### config.mk
export PLATFORM = sky130hd
export DESIGN_NAME = tvce_ctrl
export DESIGN_NICKNAME = d
export VERILOG_FILES = /design/src/sv/turtle_vector_command_engine_assert.svh /design/src/sv/tvce_pkg.sv /design/src/sv/tvce_ctrl.sv
export SDC_FILE = /design/constraint.sdc
export NUM_CORES = 1
export LEC_CHECK = 0
export ABC_AREA = 1
export BUFFER_PORTS_ARGS = -buffer_cell sky130_fd_sc_hd__buf_2
export CELL_PAD_IN_SITES_DETAIL_PLACEMENT = 1
export CELL_PAD_IN_SITES_GLOBAL_PLACEMENT = 2
export CORE_AREA = 4 4 56 58
export DETAILED_ROUTE_END_ITERATION = 10
export DIE_AREA = 0 0 60 62
export PLACE_DENSITY = 0.68
export SLEW_MARGIN = 20
export SYNTH_ARGS = -nofsm -noshare
export SYNTH_HDL_FRONTEND = slang
export SYNTH_SLANG_ARGS = --single-unit
### constraint.sdc
create_clock -name clk -period 1.54 [get_ports clk]
set_input_delay 0.154 -clock clk [delete_from_list [all_inputs] [get_ports clk]]
set_output_delay 0.154 -clock clk [all_outputs]
set_load 0.1 [all_outputs]
### src/sv/turtle_vector_command_engine_assert.svh
`ifndef TURTLE_VECTOR_COMMAND_ENGINE_ASSERT_SVH
`define TURTLE_VECTOR_COMMAND_ENGINE_ASSERT_SVH
// Implication checked on every clock edge outside reset
`define TVCE_ASSERT_IMP(label, ante, cons) \
  label: assert property (@(posedge clk) disable iff (!rst_n) (ante) |-> (cons)) \
    else $error("assertion failed");
// Implication whose consequence is checked in the cycle after the antecedent
`define TVCE_ASSERT_NXT(label, ante, cons) \
  label: assert property (@(posedge clk) disable iff (!rst_n) (ante) |=> (cons)) \
    else $error("assertion failed");
`endif

### src/sv/tvce_pkg.sv
package tvce_pkg;

  typedef enum logic [3:0] {
    CMD_RESET   = 4'd0,
    CMD_STEP    = 4'd1,
    CMD_MOVE    = 4'd2,
    CMD_JUMP    = 4'd3,
    CMD_SETX    = 4'd4,
    CMD_SETY    = 4'd5,
    CMD_LEFT    = 4'd6,
    CMD_RIGHT   = 4'd7,
    CMD_SETHEAD = 4'd8,
    CMD_PEN     = 4'd9,
    CMD_PUSH    = 4'd10,
    CMD_POP     = 4'd11
  } cmd_t;

  localparam logic [1:0] ERR_OK        = 2'd0;
  localparam logic [1:0] ERR_PUSH_FULL = 2'd1;
  localparam logic [1:0] ERR_POP_EMPTY = 2'd2;

  localparam logic [1:0] REG_START_X    = 2'd0;
  localparam logic [1:0] REG_START_Y    = 2'd1;
  localparam logic [1:0] REG_START_HEAD = 2'd2;
  localparam logic [1:0] REG_START_PEN  = 2'd3;

  localparam logic signed [33:0] CORDIC_INV_GAIN = 34'sh026DD3B6A;
  localparam int AtanEntries = 24;

  // Controller to datapath commands
  typedef struct packed {
    logic latch;       // capture input item and apply simple command
    logic cordic_init; // load CORDIC start values
    logic cordic_iter; // one CORDIC iteration
    logic mul_x;       // cos * distance
    logic mul_y;       // sin * distance
    logic step_fin;    // apply step offsets
    logic push_wr;     // write stack entry
    logic pop_rd;      // issue stack read
    logic pop_fin;     // load popped state
  } dp_cmd_t;

  // Datapath to controller status
  typedef struct packed {
    logic stack_empty;
    logic stack_full;
  } dp_stat_t;

  function automatic logic [31:0] atan_lut(input logic [4:0] i);
    logic [31:0] r;
    case (i)
      5'd0:  r = 32'h20000000;
      5'd1:  r = 32'h12E4051E;
      5'd2:  r = 32'h09FB385B;
      5'd3:  r = 32'h051111D4;
      5'd4:  r = 32'h028B0D43;
      5'd5:  r = 32'h0145D7E1;
      5'd6:  r = 32'h00A2F61E;
      5'd7:  r = 32'h00517C55;
      5'd8:  r = 32'h0028BE53;
      5'd9:  r = 32'h00145F2F;
      5'd10: r = 32'h000A2F98;
      5'd11: r = 32'h000517CC;
      5'd12: r = 32'h00028BE6;
      5'd13: r = 32'h000145F3;
      5'd14: r = 32'h0000A2FA;
      5'd15: r = 32'h0000517D;
      5'd16: r = 32'h000028BE;
      5'd17: r = 32'h0000145F;
      5'd18: r = 32'h00000A30;
      5'd19: r = 32'h00000518;
      5'd20: r = 32'h0000028C;
      5'd21: r = 32'h00000146;
      5'd22: r = 32'h000000A3;
      5'd23: r = 32'h00000051;
      default: r = 32'h0;
    endcase
    return r;
  endfunction

endpackage

### src/sv/tvce_ctrl.sv
module tvce_ctrl #(
  parameter int TRIG_ITERATIONS = 16
) (
  input  logic                clk,
  input  logic                rst_n,
  input  logic                in_fire,
  input  logic [3:0]          cmd,
  input  tvce_pkg::dp_stat_t  stat,
  input  logic                out_free,
  output tvce_pkg::dp_cmd_t   dcmd,
  output logic                busy,
  output logic                res_load
);
  typedef enum logic [2:0] {
    S_IDLE, S_ITER, S_MULX, S_MULY, S_STEPF, S_POPRD, S_POPF, S_DONE
  } state_t;

  localparam int ItW = $clog2(TRIG_ITERATIONS + 1);
  localparam logic [ItW-1:0] ItLast = ItW'(TRIG_ITERATIONS - 1);

  state_t         state_r, state_nxt;
  logic [ItW-1:0] it_r, it_nxt;

  always_comb begin
    state_nxt = state_r;
    it_nxt    = it_r;
    dcmd      = '0;
    res_load  = 1'b0;
    case (state_r)
      S_IDLE: begin
        if (in_fire) begin
          dcmd.latch = 1'b1;
          case (cmd)
            tvce_pkg::CMD_STEP: begin
              dcmd.cordic_init = 1'b1;
              it_nxt = '0;
              state_nxt = S_ITER;
            end
            tvce_pkg::CMD_POP: begin
              state_nxt = stat.stack_empty ? S_DONE : S_POPRD;
            end
            tvce_pkg::CMD_PUSH: begin
              dcmd.push_wr = !stat.stack_full;
              state_nxt = S_DONE;
            end
            default: state_nxt = S_DONE;
          endcase
        end
      end
      S_ITER: begin
        dcmd.cordic_iter = 1'b1;
        it_nxt = it_r + 1'b1;
        if (it_r == ItLast) state_nxt = S_MULX;
      end
      S_MULX: begin
        dcmd.mul_x = 1'b1;
        state_nxt = S_MULY;
      end
      S_MULY: begin
        dcmd.mul_y = 1'b1;
        state_nxt = S_STEPF;
      end
      S_STEPF: begin
        dcmd.step_fin = 1'b1;
        state_nxt = S_DONE;
      end
      S_POPRD: begin
        dcmd.pop_rd = 1'b1;
        state_nxt = S_POPF;
      end
      S_POPF: begin
        dcmd.pop_fin = 1'b1;
        state_nxt = S_DONE;
      end
      S_DONE: begin
        if (out_free) begin
          res_load = 1'b1;
          state_nxt = S_IDLE;
        end
      end
      default: state_nxt = S_IDLE;
    endcase
  end

  assign busy = (state_r != S_IDLE);

  always_ff @(posedge clk) begin
    if (!rst_n) begin
      state_r <= S_IDLE;
      it_r    <= '0;
    end else begin
      state_r <= state_nxt;
      it_r    <= it_nxt;
    end
  end
endmodule

==> results.py, run 1 <==
metrics = {
    "power": {
        "ir_drop_uv": 1400,
        "p_comb_share_pct": 79.0,
        "switching_power_w": 0.00140,
        "clkPwrFrac_pct": 6.8,
        "power_density_mw_per_mm2": 2280,
        "design_power_total_w": 0.00255,
        "swShare_pct": 54.9,
        "seq_power_share_pct": 14.2,
        "p_leak_nw": 0.514,
        "p_int_w": 0.00115,
    },
    "final_layout": {
        "syn2layout_area_growth_pct": 86.2,
        "stdcell_area_mm2": 0.00112,
        "fill_cells": 329,
        "final_cells": 153,
        "insertedDiodeCount": 0,
        "final_net_count": 136,
        "fin_util_pct": 42.0,
        "layout-drive-gt1-share_pct": 53.3,
    },
    "detailed_routing": {
        "first_pass_iters": 2,
        "drc": 0,
        "routed_wirelength_mm": 1.82,
        "vias": 705,
        "drtIter0Drc": 2,
        "wl_per_cell_um": 11.9,
        "drtAntennaViolNets": 0,
        "vias_per_cell": 4.61,
    },
    "sta": {
        "tns_ns": 0,
        "setup_viol": 0,
        "rsz0062_at_grt": "true",
        "fin_crit_ns": 1.48,
        "skew_ns": 0.00102,
        "relSlewSlack_pct": 82.8,
        "slew_violations": 0,
        "post-route-period-util_pct": 96.1,
        "fmax_mhz": 676,
        "finalHoldViolations": 0,
        "worst_pin_slew_ns": 0.257,
    },
    "global_routing": {
        "grt_max_degree": 8,
        "grt_usage_pct": 10.6,
        "grt_pass1_vias": 677,
        "grt_pass1_wl_mm": 2.89,
        "antenna_found_initial": 0,
        "grt_overflow": 0,
    },
    "synth": {
        "ys_top_cells_by_count": "16 x inv_1, 14 x nand3_1, 9 x nand2_1, 9 x nor2_1, 8 x dfxtp_1",
        "synthFlopType": "dfxtp_1",
        "yosys_warnings": 0,
        "ys_seq_area_share_pct": 26.7,
        "synth_edf_count": 0,
        "netlist.area_leader.share_pct": 26.7,
        "syn_inst": 89,
        "synth_most_common_cell": "inv_1",
        "yosys.area.top_type": "dfxtp_1",
        "avgSynthCellArea_um2": 6.75,
        "synth_fp_nets": 101,
        "synthTopCellsByArea": "dfxtp_1 27%, nand3_1 12%, inv_1 10%, nand2_1 5.6%, nor2_1 5.6%",
        "synth-seq-cells": 8,
        "synth_area_um2": 601,
        "synth-async-reset-ratio_pct": 0,
        "post_synth_num_cell_types": 24,
    },
    "clocking": {
        "clk_latency_ns": 0.26,
        "cts_root_buffer": "clkbuf_4",
        "htree_levels": 1,
        "cts_tree": "built",
        "clk_path_buf_depth": 2,
        "postCtsHoldBufs": 0,
        "numClockSinks": 8,
        "clkTransAtPathRegs_ns": 0.06,
        "cts_buffers": 3,
    },
    "floorplanning": {
        "start_util_pct": 22.6,
        "coreArea_mm2": 0.00266,
        "dieArea_mm2": 0.00372,
        "io_pins": 21,
        "die_y_um": 62,
        "die_w_um": 60,
        "std_cell_rows": 19,
    },
    "placed_design": {
        "placed_area_um2": 961,
        "dpl.hpwl_mm": 1.31,
        "dp_cells": 140,
        "gp_congestion": 0.730,
        "numPortBuffers": 20,
    },
    "job": {
        "cap_violations": 0,
    },
    "setup_path": {
        "worstPathRequired_ns": 1.39,
        "worstPathArrival_ns": 1.33,
        "critical_path_class": "reg -> out",
        "max_stage_delay_ns": 0.37,
        "cp_cell_sequence": "inv_4 > buf_4 > nor4_4 > buf_12",
        "cp-end-kind": "output port",
        "reg2reg_setup_slack_ns": 0.12,
        "critPathLaunchType": "register",
        "cpMaxStageDelayCell": "dfxtp_4",
        "critPathMaxFanout": 4,
    },
    "min_path": {
        "worstHoldPathType": "in -> reg",
    },
    "outcome": {
        "status": "complete, no violations",
    },
}
per-stage QoR:
| stage | hold WS (ns) | worst slack [ns] |
|---|---|---|
| global route | 0.182 | -0.0318 |
| floorplan | 0.291 | -0.593 |
| global placement | 0.441 | 0.115 |
| finish | 0.165 | 0.0604 |
| detailed placement | 0.448 | 0.0578 |
| CTS | 0.167 | 0.0215 |
power by group through the flow:
| stage | logic, W | registers, W | clock network [W] |
|---|---|---|---|
| after floorplan | 0.00121 | 0.000331 | 0 |
| after global placement | 0.00168 | 0.000354 | 0 |
| after detailed placement | 0.00169 | 0.000354 | 0 |
| after CTS | 0.00191 | 0.000356 | 0.000181 |
| after global routing | 0.00214 | 0.000371 | 0.000190 |
| final | 0.00202 | 0.000363 | 0.000175 |
repair_timing:
item	4_1_cts	5_1_grt
gates resized for setup	2	10
setup endpoints to repair	2	6
pin swaps	3	7
buffers inserted	8	2
endpoints found under the hold margin	0	0
cell type report:
cell class / instances / area (um2) / share of cell area, %
tap: 31 / 38.8 / 3.47
inverter: 20 / 91.3 / 8.17
clock buffer: 3 / 22.5 / 2.01
multi-input combinational: 60 / 422 / 37.7
sequential: 8 / 171 / 15.3
timing repair buffer: 31 / 373 / 33.3
per-layer routing:
metal / vias to the layer above / GRT usage (%) / part of all wire, % / wire (um)
li1: 354 / - / - / -
met1: 334 / 11.7 / 41 / 743
met2: 13 / 19.3 / 55 / 1000
met3: 4 / 1.86 / 3.0 / 54
met4: 0 / 5.70 / 1.2 / 21
met5: - / 0 / 0 / 0
flip-flops by register name (all words and copies together) (netlist names):
register / flops
it_r: 5
state_r: 3
final timing paths:
path	startpoint	to	cells after the start
worst max-delay path	state_r[1]	res_load	4
worst min-delay path	rst_n	it_r[0]	3
worst max register to register	it_r[0]	state_r[1]	11
worst min register to register	it_r[0]	it_r[0]	1
layout by cell type, fill, tap and decap left out, types with 2 or more instances in the layout:
cell / instances
inv_1: 15
nand3_1: 13
buf_12: 13
buf_2: 9
buf_4: 9
nor2_1: 8
nand2_1: 8
a21oi_1: 5
nor2_4: 3
nand2_2: 3
nor3_2: 3
clkbuf_4: 3
dfxtp_2: 3
dfxtp_1: 3
inv_4: 2
nor4_4: 2
nor2_2: 2
a21oi_2: 2
dfxtp_4: 2
kinds of logic (layout without fill, tap and decap cells):
family / after synthesis / in the layout / synth area share, %
XOR/XNOR: 1 / 1 / 1.46
buffers and inverters: 21 / 54 / 14.8
adder cells (fa/ha/maj): 2 / 2 / 4.17
AND/OR/NAND/NOR: 48 / 48 / 44.2
flip-flops: 8 / 8 / 26.7
AO/OA/AOI/OAI: 9 / 9 / 8.75
worst max-delay path, delay by kind of cell (launching register included):
family,cells,cell delay (ns)
and+or+nand+nor,1,0.29
buffers and inverters,3,0.39
DFF,1,0.37
(Power assumes the default switching activity.)
==> inputs of run 2 (changes only) <==
REMOVE_ABC_BUFFERS = 1   (was unset)
==> run 2 against run 1 <==
  * The run now ends with setup timing left
  * Wire length decreased by 2.1%
  * Global-route usage is 0.068 points lower
  * Sequential power is 11% lower
  * Critical path depth up 1
  * Critical endpoint is now dcmd[2]
  * Die area unchanged
  * Sequential share of layout area up 0.71 points
  * Register-to-register slack is essentially flat
  * Final cell count is 1.3% lower
  * Largest cell class unchanged
  * Count of clock-buffer cells in the layout unchanged
  * Via count down 4.7%
  * Flip-flop and latch count stayed put
==> results.py, run 2 (synthesis gave the netlist of run 1 again) <==
metrics = {
    "power": {
        "p_leak_nw": 0.493,
        "ir_drop_uv": 973,
        "power_density_mw_per_mm2": 2250,
    },
    "clocking": {
        "numClockSinks": 8,
        "cts_root_buffer": "clkbuf_4",
        "cts_buffers": 3,
        "clk_latency_ns": 0.25,
        "cts_tree": "built",
        "clkTransAtPathRegs_ns": 0.05,
        "htree_levels": 1,
        "clk_path_buf_depth": 2,
        "postCtsHoldBufs": 0,
    },
    "setup_path": {
        "max_stage_delay_ns": 0.34,
        "critical_path_class": "reg -> out",
        "worstPathArrival_ns": 1.39,
        "r2r-start": "it_r[0]",
        "critPathLaunchType": "register",
        "reg2reg_setup_slack_ns": 0.12,
        "cp_cell_sequence": "inv_4 > nand3_4 > nor4_4 > buf_4 > buf_12",
        "crit_cells": 5,
        "path_delay_family": "buffers and inverters",
        "startpoint": "state_r[2]",
        "critPathBufInv": 3,
        "cpMaxStageDelayCell": "dfxtp_2",
        "critPathMaxFanout": 6,
        "worstPathRequired_ns": 1.39,
        "reg2reg_depth": 11,
        "cp-end-kind": "output port",
    },
    "final_layout": {
        "fill_cells": 343,
        "largest_reg_flops": 5,
        "insertedDiodeCount": 0,
        "largest_register": "it_r",
        "mostFrequentLayoutCells": "15 x inv_1, 13 x nand3_1, 11 x buf_12",
        "stdcell_area_mm2": 0.00103,
        "final_net_count": 134,
        "top_regs": "it_r x5, state_r x3",
        "seqCellArea_um2": 165,
        "layout-drive-gt1-share_pct": 48.3,
        "final_common_cell": "inv_1",
        "multi_input_area_um2": 388,
        "syn2layout_area_growth_pct": 71.5,
    },
    "detailed_routing": {
        "vias": 672,
        "drc": 0,
        "first_pass_iters": 4,
        "wl_per_cell_um": 11.8,
        "drtIter0Drc": 15,
        "drtAntennaViolNets": 0,
        "vias_per_cell": 4.45,
        "routed_wirelength_mm": 1.79,
    },
    "sta": {
        "rsz0062_at_grt": "true",
        "worst_pin_slew_ns": 0.353,
        "setup_ws_ns": -0.00137,
        "slew_violations": 0,
        "post-route-period-util_pct": 100,
        "fmax_mhz": 649,
        "skew_ns": 0.000713,
        "fin_crit_ns": 1.54,
        "setup_viol": 1,
        "hold_ws_ns": 0.192,
        "relSlewSlack_pct": 76.3,
        "finalHoldViolations": 0,
    },
    "global_routing": {
        "grt_pass1_wl_mm": 2.89,
        "grt_max_degree": 8,
        "antenna_found_initial": 0,
        "grt_use_met3_pct": 4.34,
        "met2_usage_pct": 17.9,
        "grt_pass1_vias": 664,
        "grt_overflow": 0,
        "grt_usage_pct": 10.5,
        "top_usage_layer": "met2",
        "use_met1_pct": 12.6,
    },
    "floorplanning": {
        "dieArea_mm2": 0.00372,
        "coreArea_mm2": 0.00266,
        "die_w_um": 60,
        "start_util_pct": 22.6,
        "die_y_um": 62,
        "io_pins": 21,
        "std_cell_rows": 19,
    },
    "placed_design": {
        "numPortBuffers": 20,
        "dpl.hpwl_mm": 1.38,
        "gp_congestion": 0.765,
        "placed_area_um2": 916,
    },
    "min_path": {
        "worstHoldPathType": "in -> reg",
        "min_delay_path_depth": 3,
        "hp-start": "rst_n",
    },
    "outcome": {
        "violations": "setup timing",
        "status": "complete, but fails checks",
    },
    "job": {
        "cap_violations": 0,
    },
}
-- run 2: metrics by stage --
step	power (W)	instances	util, %	TNS [ns]	worst slack, ns
after CTS	0.00223	148	36.7	-0.00963	-0.00963
after global placement	0.00196	142	34.4	0	0.166
after detailed placement	0.00198	142	34.4	0	0.0872
final	0.00231	151	38.7	-0.00137	-0.00137
after floorplan	0.00143	88	-	-10.13	-2.40
after global routing	0.00246	151	38.7	-0.128	-0.0746
-- run 2: worst register-to-register path: stages (launching register included) --
cell     delay, ns
dfxtp_2       0.35
ha_2          0.18
nand2_1       0.08
nor2_2        0.11
ha_1          0.14
inv_1         0.04
nand3_2       0.08
nand2_2       0.08
nor2_4        0.09
inv_1         0.04
nor2_1        0.09
nor2_1        0.04
-- run 2: power by group --
part           total [W]  leakage (nW)  internal, W  switching (W)
clock           0.000158        0.0138    0.0000890      0.0000689
combinational    0.00183         0.413     0.000648        0.00119
sequential      0.000323        0.0669     0.000269      0.0000538
total            0.00231         0.493      0.00101        0.00131
-- run 2: path summary, 6_finish.rpt --
path                              endpoint
worst max-delay path               dcmd[2]
worst min-delay path               it_r[0]
worst max register to register  state_r[1]
worst min register to register     it_r[0]
-- run 2: final cells by class --
class                   count  share of cell area [%]
multi-input cells          60                    37.7
repair buffers             29                    32.3
flip-flops and latches      8                    16.0
inverters                  20                    8.02
well taps                  31                    3.77
clock buffers               3                    2.19
-- run 2: timing repair --
item                                    in CTS  in global routing
pin swaps                                    2                  4
setup buffers                                3                  3
gates resized for setup                      4                 10
endpoints found under the setup margin       3                  6
-- run 2: routing by layer --
layer	part of all wire [%]	vias to the layer above	wire [um]
met5	0	-	0
met4	0.67	0	12
met3	5.8	2	103
met2	52	16	927
met1	42	306	743
li1	-	348	-
==> inputs of run 3 (changes only) <==
BUFFER_PORTS_ARGS = -buffer_cell sky130_fd_sc_hd__clkbuf_2   (was -buffer_cell sky130_fd_sc_hd__buf_2)
==> run 3 against run 2 <==
  * The run still ends with setup timing left
  * Total power is 5.8% higher
  * Core utilization rose by 1.9 points
  * Die area stayed put
  * Clock skew is 0.00051 ns higher
  * Wire length increased by 3.5%
  * Via count rose by 2.8%
  * Final area increased by 4.9%
  * Flip-flop and latch count stayed put
  * Maximum frequency about the same
  * Worst setup slack improved by 0.0013 ns
  * Largest power group unchanged
  * Critical path type unchanged
  * Critical path depth unchanged
==> results.py, run 3 (synthesis gave the netlist of run 1 again) <==
metrics = {
    "outcome": {
        "status": "complete, but fails checks",
        "violations": "setup timing",
    },
    "sta": {
        "fin_crit_ns": 1.54,
        "finalHoldViolations": 0,
        "setup_viol": 1,
        "skew_ns": 0.00122,
        "hold_ws_ns": 0.176,
        "post-route-period-util_pct": 100,
        "slew_violations": 0,
        "rsz0062_at_grt": "true",
        "setup_ws_ns": -0.0000961,
        "worst_pin_slew_ns": 0.342,
        "relSlewSlack_pct": 77.0,
        "fmax_mhz": 649,
    },
    "final_layout": {
        "syn2layout_area_growth_pct": 79.8,
        "layout-drive-gt1-share_pct": 48.8,
        "insertedDiodeCount": 0,
        "top_regs": "it_r x5, state_r x3",
        "largest_register": "it_r",
        "fill_cells": 342,
        "largest_reg_flops": 5,
        "mostFrequentLayoutCells": "15 x inv_1, 13 x nand3_1, 13 x buf_4",
        "final_common_cell": "inv_1",
        "final_net_count": 139,
    },
    "floorplanning": {
        "start_util_pct": 22.6,
        "die_y_um": 62,
        "dieArea_mm2": 0.00372,
        "die_w_um": 60,
        "coreArea_mm2": 0.00266,
        "std_cell_rows": 19,
        "io_pins": 21,
    },
    "clocking": {
        "cts_buffers": 3,
        "htree_levels": 1,
        "cts_root_buffer": "clkbuf_4",
        "numClockSinks": 8,
        "cts_tree": "built",
        "postCtsHoldBufs": 0,
        "clk_path_buf_depth": 2,
        "clk_latency_ns": 0.25,
        "clkTransAtPathRegs_ns": 0.05,
    },
    "setup_path": {
        "cp_cell_sequence": "inv_4 > nand3_4 > nor4_4 > buf_4 > buf_12",
        "cpMaxStageDelayCell": "dfxtp_4",
        "reg2reg_setup_slack_ns": 0.16,
        "worstPathRequired_ns": 1.39,
        "critPathLaunchType": "register",
        "cp-end-kind": "output port",
        "worstPathArrival_ns": 1.39,
        "critPathBufInv": 3,
        "r2r-start": "it_r[1]",
        "max_stage_delay_ns": 0.35,
        "critical_path_class": "reg -> out",
        "rr_endpoint": "state_r[1]",
        "path_delay_family": "buffers and inverters",
        "critPathMaxFanout": 5,
        "reg2reg_depth": 11,
    },
    "power": {
        "p_leak_nw": 0.530,
        "swShare_pct": 54.6,
        "seq_power_share_pct": 13.8,
        "p_int_w": 0.00111,
        "ir_drop_uv": 1180,
        "p_comb_share_pct": 79.9,
        "switching_power_w": 0.00134,
        "design_power_total_w": 0.00245,
        "clkPwrFrac_pct": 6.3,
        "power_density_mw_per_mm2": 2270,
    },
    "detailed_routing": {
        "routed_wirelength_mm": 1.85,
        "wl_per_cell_um": 11.9,
        "drc": 0,
        "drtAntennaViolNets": 0,
        "drtIter0Drc": 6,
        "first_pass_iters": 3,
        "vias": 691,
        "vias_per_cell": 4.43,
    },
    "global_routing": {
        "use_met1_pct": 12.9,
        "grt_pass1_wl_mm": 3.08,
        "grt_pass1_vias": 726,
        "grt_overflow": 0,
        "top_usage_layer": "met2",
        "antenna_found_initial": 0,
        "met2_usage_pct": 19.6,
        "grt_use_met3_pct": 3.72,
        "grt_usage_pct": 11.0,
        "grt_max_degree": 8,
    },
    "placed_design": {
        "dpl.hpwl_mm": 1.38,
        "numPortBuffers": 20,
        "gp_congestion": 0.707,
    },
    "min_path": {
        "min_to": "it_r[0]",
        "hp-start": "rst_n",
        "worstHoldPathType": "in -> reg",
        "min_delay_path_depth": 3,
    },
    "job": {
        "cap_violations": 0,
    },
}
==> run 3: through the flow <==
step / worst slack, ns / cell area (um2) / TNS (ns) / util (%) / cells
final: -0.0000961 / 1080 / -0.0000961 / 40.6 / 156
after global routing: -0.0970 / 1080 / -0.165 / 40.6 / 156
after CTS: -0.00231 / 1000 / -0.00231 / 37.6 / 150
after detailed placement: 0.0825 / 923 / 0 / 34.7 / 143
after global placement: 0.139 / 923 / 0 / 34.7 / 143
after floorplan: -2.40 / 589 / -10.13 / - / 88
==> run 3: what timing repair did <==
item / in CTS / in global routing
pin swaps: 2 / 3
gates resized for setup: 7 / 8
setup endpoints to repair: 3 / 7
setup buffers: 4 / 6
==> run 3: layer usage <==
metal	routed length (um)	vias to the layer above
met5	0	-
met4	9	0
met3	81	2
met2	964	14
met1	793	319
li1	-	356
==> run 3: how the worst max path moves through the flow <==
stage                     from       to  slack, ns  depth (start not counted)
CTS                 state_r[1]  dcmd[2]     -0.002                          5
floorplan           state_r[1]  dcmd[2]      -2.40                          3
finish              state_r[1]  dcmd[2]    -0.0001                          5
detailed placement  state_r[1]  dcmd[2]       0.08                          5
global placement    state_r[1]  dcmd[2]       0.14                          5
global route        state_r[1]  dcmd[2]       -0.1                          5
==> run 3: worst min-delay path: cells and delay by family <==
kind | cells | cell delay, ns
buf+inv | 1 | 0.11
compound gates | 2 | 0.12
==> run 3: power by group through the flow <==
stage          clock network, W  registers (W)  logic [W]
4_1_cts                0.000164       0.000343    0.00176
5_1_grt                0.000172       0.000349    0.00208
3_3_place_gp                  0       0.000327    0.00164
6_report               0.000155       0.000337    0.00196
3_5_place_dp                  0       0.000325    0.00164
2_1_floorplan                 0       0.000329    0.00110
==> run 3: final cells by class <==
class                   instances  area, um2  area share (%)
clock buffers                   3       22.5            2.09
inverters                      20       85.1            7.88
multi-input cells              60        382            35.3
flip-flops and latches          8        169            15.6
well taps                      31       38.8            3.59
repair buffers                 34        383            35.5
